==> src/hdl/gasa_pkg.sv <==
`timescale 1ns / 1ps

package gasa_pkg;

    // Fixed field widths of the request and response items
    localparam int SYM_W    = 16;
    localparam int GEO_W    = 10;
    localparam int MET_W    = 16;
    localparam int PAGE_W   = 7;
    localparam int XY_W     = 9;

    // Valid bits are kept as 32-bit rows, one row per memory word
    localparam int VROW_W   = 32;
    localparam int VBIT_W   = 5;

    typedef enum logic [1:0] {
        ST_HIT    = 2'd0,
        ST_PLACED = 2'd1,
        ST_RANGE  = 2'd2,
        ST_FULL   = 2'd3
    } gasa_status_t;

    typedef struct packed {
        logic [SYM_W-1:0]        symbol;
        logic [GEO_W-1:0]        glyph_width;
        logic [GEO_W-1:0]        glyph_height;
        logic [MET_W-1:0]        glyph_advance;
        logic signed [MET_W-1:0] glyph_offset_y;
    } gasa_in_t;

    typedef struct packed {
        gasa_status_t            status;
        logic [PAGE_W-1:0]       page;
        logic [XY_W-1:0]         x_pos;
        logic [XY_W-1:0]         y_pos;
        logic [GEO_W-1:0]        width_out;
        logic [GEO_W-1:0]        height_out;
        logic [MET_W-1:0]        advance_out;
        logic signed [MET_W-1:0] offset_y_out;
    } gasa_out_t;

    // Queue entry: request plus front-end classification
    typedef struct packed {
        gasa_in_t item;
        logic     out_of_range;
    } gasa_req_t;

    // Back-end control toward the front end
    typedef struct packed {
        logic pop;
        logic accept_ok;
    } gasa_bk_ctl_t;

    // One cache entry as stored in the entry memory
    typedef struct packed {
        logic [PAGE_W-1:0]       page;
        logic [XY_W-1:0]         x_pos;
        logic [XY_W-1:0]         y_pos;
        logic [GEO_W-1:0]        width;
        logic [GEO_W-1:0]        height;
        logic [MET_W-1:0]        advance;
        logic signed [MET_W-1:0] offset_y;
    } gasa_entry_t;

    localparam int ENTRY_W = $bits(gasa_entry_t);

    typedef enum logic [1:0] {
        BK_CLEAR = 2'd0,
        BK_IDLE  = 2'd1,
        BK_LOOK  = 2'd2
    } gasa_bk_state_t;

endpackage

==> src/hdl/gasa_front.sv <==
`timescale 1ns / 1ps

module gasa_front import gasa_pkg::*; #(
    parameter int GLYPH_SLOTS = 32768
) (
    input  logic         clk,
    input  logic         rst_n,
    input  logic         req_valid,
    output logic         req_stall,
    input  gasa_in_t     req,
    input  gasa_bk_ctl_t bk_ctl,
    output logic         q_valid,
    output gasa_req_t    q
);

    localparam logic [SYM_W:0] SLOTS_LIM = (SYM_W+1)'(GLYPH_SLOTS);
    localparam logic [1:0]     Q_FULL    = 2'd2;

    gasa_req_t  q_mem_reg [2];
    logic       wr_ptr_reg;
    logic       rd_ptr_reg;
    logic [1:0] count_reg;
    logic       push;
    gasa_req_t  entry;

    assign req_stall = (count_reg == Q_FULL) || !bk_ctl.accept_ok;
    assign push      = req_valid && !req_stall;

    // classify: symbols past the table are flagged here
    always_comb
    begin
        entry.item         = req;
        entry.out_of_range = ({1'b0, req.symbol} >= SLOTS_LIM);
    end

    always_ff @(posedge clk)
    begin
        if (push)
        begin
            q_mem_reg[wr_ptr_reg] <= entry;
        end
    end

    always_ff @(posedge clk or negedge rst_n)
    begin
        if (!rst_n)
        begin
            wr_ptr_reg <= 1'b0;
            rd_ptr_reg <= 1'b0;
            count_reg  <= 2'd0;
        end
        else
        begin
            if (push)
            begin
                wr_ptr_reg <= !wr_ptr_reg;
            end
            if (bk_ctl.pop)
            begin
                rd_ptr_reg <= !rd_ptr_reg;
            end
            if (push && !bk_ctl.pop)
            begin
                count_reg <= count_reg + 2'd1;
            end
            else if (!push && bk_ctl.pop)
            begin
                count_reg <= count_reg - 2'd1;
            end
        end
    end

    assign q_valid = (count_reg != 2'd0);
    assign q       = q_mem_reg[rd_ptr_reg];

endmodule

==> config.mk <==
export PLATFORM = sky130hd
export DESIGN_NAME = gasa_front
export DESIGN_NICKNAME = d
export VERILOG_FILES = /design/src/hdl/gasa_pkg.sv /design/src/hdl/gasa_front.sv
export SDC_FILE = /design/constraint.sdc
export NUM_CORES = 1
export LEC_CHECK = 0
export ABC_AREA = 1
export BUFFER_PORTS_ARGS = -buffer_cell sky130_fd_sc_hd__buf_2
export CAP_MARGIN = 20
export CORE_MARGIN = 1
export CORE_UTILIZATION = 25
export CTS_BUF_LIST = sky130_fd_sc_hd__clkbuf_2
export CTS_CLUSTER_DIAMETER = 100
export CTS_CLUSTER_SIZE = 14
export DETAILED_ROUTE_END_ITERATION = 7
export GPL_TIMING_DRIVEN = 0
export MAX_ROUTING_LAYER = met4
export PLACE_DENSITY = 0.44
export SKIP_CTS_REPAIR_TIMING = 1
export SLEW_MARGIN = 30
export SYNTH_ARGS = -nofsm -noshare
export SYNTH_HDL_FRONTEND = slang
export SYNTH_SLANG_ARGS = --single-unit
==> constraint.sdc <==
create_clock -name clk -period 7.6 [get_ports clk]
set_input_delay 1.14 -clock clk [delete_from_list [all_inputs] [get_ports clk]]
set_output_delay 1.14 -clock clk [all_outputs]
set_load 0.03 [all_outputs]
### Word-level counts from Yosys, hierarchy flattened

Memories as Yosys holds them, arrays and structs flattened.
Index checks and enable logic that the tools add are counted.

* $add $sub $neg: 2
* div/mod/pow operators: 0
* $lt $le $gt $ge: 1
* bitwise gates (word level): 0
* $mul: 0
* reduce and logical (&&, ||, !) cells: 12
* equality and inequality tests: 1
* shift operators: 0
* muxes and demuxes: 4

Operator list (count)
* 16-bit greater-or-equal comparator, second input constant: 1
* 1-bit zero test: 6
* 2-bit 2-to-1 mux: 2
* 2-bit nonzero test: 2
* 1-bit logical AND: 3
* 2-bit by 1-bit adder with 2-bit output, second input constant: 1
* 2-bit equality test, second input constant: 1
* 1-bit 2-to-1 mux: 2
* 2-bit by 1-bit subtractor with 2-bit output, second input constant: 1
* 1-bit logical OR: 1

* memories: 1
* RAM bits: 138
* ROM bits: 0
* word-level logic and storage cells: 24
* flip-flop bits (word level): 4
* bits in latches: 0
* input bits: 73

Memory list
* q_mem_reg: depth 2, bits a word 69, rd ports 1, clocked after memory_dff 0, wr ports 1, RTL line gasa_front.sv:19 `gasa_req_t q_mem_reg [2];`

### Depth between registers and ports, before layout

* depth after elaboration: 8
* mapped depth: 10
* mapped depth without buffers: 10

### Least setup slack after synthesis

Ideal clock, no wire load.

* path type: input to register
* start point: in req_valid
* end point: mem q_mem_reg[1][0] in the netlist's numbering (enable)
* slack: 2.963 ns
* setup time: 0.496 ns
* stages: 2
* data arrival time: 4.141 ns
* buffers on the path: 0
* cell sequence: nand3_1 -> nor2_1

* longest elaborated chain between the ends: 3

Ends and longest elaborated chain
* start: declaration: RTL line gasa_front.sv:8 `input logic req_valid,`
* 1-bit logical AND: RTL line gasa_front.sv:27 `assign push = req_valid && !req_stall;`
* 1-bit 2-to-1 mux: RTL line gasa_front.sv:38 `if (push)`
* 1-bit 2-to-1 mux (implied by the code): RTL line gasa_front.sv:40 `q_mem_reg[wr_ptr_reg] <= entry;`
* end: declaration: RTL line gasa_front.sv:19

Every way passes these cells.

==> flow_summary.json <==
{
  "core_area_um2": 21800,
  "drt_iter0_drc": 92,
  "syn_inst": 245,
  "synth_nets": 319,
  "final.min_clock_period_ps": 3060,
  "cp-start-kind": "register",
  "fillers": 2135,
  "drive_gt1_share_pct": 60.4,
  "cap_violations": 0,
  "grt_pass1_wl_um": 15000,
  "die_h_um": 151,
  "nets": 485,
  "dpl.hpwl_um": 6850,
  "reg2regPathDepth": 6,
  "required_ps": 6460,
  "finClkSkew_ps": 29.1,
  "synthMuxAreaShare_pct": 18.6,
  "yosysSeqAreaShare_pct": 76.4,
  "setup_viol": 0,
  "yosys.area_share.simple_pct": 1.08,
  "rsz0062_at_grt": "no",
  "grt.total_usage_pct": 9.57,
  "period_share_pct": 40.3,
  "critical_path_arrival_ps": 1920,
  "cts_tree": "done",
  "largest_reg_flops": 138,
  "fmax_mhz": 327,
  "pwr-share-seq_pct": 40.2,
  "power.share.switching_pct": 35.7,
  "start_util_pct": 25.5,
  "max-vdd-ir-drop_v": 0.000181,
  "place_worst_setup_slack_ps": 4810,
  "n_antenna_cell": 0,
  "timing.rr.start": "count_reg[0]$_DFFE_PN0P_",
  "placed_cell_area_um2": 6730,
  "clockPowerShare_pct": 18.8,
  "die_w_um": 151,
  "yosysUniqueCellTypes": 14,
  "drt_wl_total_um": 10300,
  "routedWlPerCell_um": 14.7,
  "worst-path-max-fanout": 10,
  "fp.dieArea_um2": 22800,
  "ys_seq_elements": 142,
  "vias": 2702,
  "critPathKind": "reg -> out",
  "grt_pass1_vias": 2849,
  "fin_setup_tns_ps": 0,
  "drtAntennaViolNets": 0,
  "synth_compound_area_share_pct": 0,
  "finalHoldViolCount": 0,
  "hold_path_class": "in -> async",
  "slew_viol_final": 0,
  "syn-cell-area_um2": 5560,
  "maxSlewHeadroom_pct": 53.5,
  "p_comb_share_pct": 41.0,
  "power.density_nw_per_um2": 354,
  "syn_avg_cell_area_um2": 22.7,
  "fp-row-count": 54,
  "gr-total-overflow": 0,
  "root_buffer": "clkbuf_2",
  "htree_levels": 4,
  "firstDrtPassIters": 4,
  "cts_sinks": 142,
  "place.gp.congestion": 0.704,
  "portBuffers": 143,
  "finalWorstSetupSlack_ps": 4540,
  "p_int_mw": 1.59,
  "cts.clk_slew.worst_paths_ps": 210,
  "leakage_nw": 2.78,
  "tightest_slew_ps": 695,
  "synth_top_family_by_area": "multiplexers",
  "cts_buffers": 17,
  "grt_max_degree": 38,
  "outcome": "finished clean",
  "synth_xor_area_share_pct": 0.315,
  "clkLatencyLatePin_ps": 680,
  "syn2layout_area_growth_pct": 25.7,
  "yosys.area_share.adder_pct": 0.225,
  "p_sw_uw": 883,
  "drc_errors": 0,
  "final_area_um2": 6980,
  "rr_endpoint": "q_mem_reg[1][40]$_DFFE_PP_",
  "clk_path_buf_depth": 2,
  "viasPerCell": 3.85,
  "reg2reg_slack_ps": 5530,
  "end_kind": "output port",
  "yosys_warnings": 0,
  "io_pins": 144,
  "antenna_found_initial": 0
}
## power groups by stage
stage | sequential [mW] | clock, mW | combinational [mW]
3_5_place_dp | 1.02 | 0 | 1.04
6_report | 0.995 | 0.466 | 1.01
2_1_floorplan | 1.02 | 0 | 0.786
3_3_place_gp | 1.03 | 0 | 1.01
4_1_cts | 0.997 | 0.495 | 1.04
5_1_grt | 1.00 | 0.522 | 1.08
## cells in the final DEF (no fill, tap or decap)
master / Yosys / layout
inv_4: 0 / 1
clkinv_1: 0 / 1
clkinvlp_4: 0 / 3
mux2_4: 69 / 69
buf_2: 0 / 143
buf_6: 1 / 1
dfrtp_1: 4 / 4
clkbuf_1: 1 / 1
clkbuf_2: 0 / 17
edfxtp_1: 138 / 138
clkinv_4: 0 / 2
buf_12: 7 / 8
xnor2_1: 1 / 1
nand4_1: 2 / 2
nand2_1: 9 / 9
nand3_1: 2 / 2
nor2_4: 0 / 1
xor2_1: 1 / 1
bufinv_16: 0 / 3
inv_1: 8 / 7
inv_6: 0 / 3
ha_1: 1 / 1
clkinv_2: 0 / 1
buf_16: 0 / 3
## per-stage QoR
stage          util (%)  power [mW]  cells  hold WS [ps]
5_1_grt            32.0        2.61    702          85.6
3_5_place_dp       30.9        2.05    672           471
6_report           32.0        2.47    702           218
3_3_place_gp       30.3        2.03    668           454
2_1_floorplan         -        1.80    245           442
4_1_cts            32.0        2.53    702           105
## synthesized netlist by cell type
library cell,instances,area share [%]
edfxtp_1,138,75
mux2_4,69,19
nand2_1,9,0.61
inv_1,8,0.54
buf_12,7,2.5
dfrtp_1,4,1.8
nand3_1,2,0.18
nand4_1,2,0.23
buf_6,1,0.20
clkbuf_1,1,0.068
ha_1,1,0.23
nor2_1,1,0.068
xnor2_1,1,0.16
xor2_1,1,0.16
## layout make-up
| type | instances | area, um2 | area share, % |
|---|---|---|---|
| Sequential cell | 142 | 4240 | 60.8 |
| Multi-Input combinational cell | 86 | 1130 | 16.2 |
| Timing Repair Buffer | 147 | 818 | 11.7 |
| Tap cell | 280 | 350 | 5.02 |
| Clock inverter | 13 | 165 | 2.36 |
| Buffer | 9 | 155 | 2.22 |
| Clock buffer | 17 | 85.1 | 1.22 |
| Inverter | 8 | 32.5 | 0.466 |
## worst max-delay path, stage by stage (launching register included)
cell	delay, ps
dfrtp_1	380
buf_6	210
buf_12	180
mux2_4	300
buf_2	190
## metal layers
layer  GRT usage, %  share of wire, %
met5              -                 0
met4           4.95               1.8
met3           3.40               6.4
met2           15.4                50
met1           10.4                42
## how the worst max path moves through the flow
stage	from	to	slack (ps)
after floorplan	req_valid	q_mem_reg[1][0]$_DFFE_PP_	2960
after global placement	bk_ctl[0]	q_mem_reg[1][17]$_DFFE_PP_	770
after detailed placement	bk_ctl[0]	q_mem_reg[1][17]$_DFFE_PP_	4810
after CTS	rd_ptr_reg$_DFFE_PN0P_	q[56]	4400
after global routing	rd_ptr_reg$_DFFE_PN0P_	q[0]	4360
final	rd_ptr_reg$_DFFE_PN0P_	q[56]	4540
## kinds of logic (layout without fill, tap and decap cells)
kind of cell | Yosys count | count (layout)
muxes | 69 | 69
DFF | 142 | 142
and+or+nand+nor | 14 | 14
xor gates and xnor gates | 2 | 2
buffers and inverters | 17 | 194
adders and majority gates | 1 | 1
Note: power is estimated with default switching activity, not from simulation.
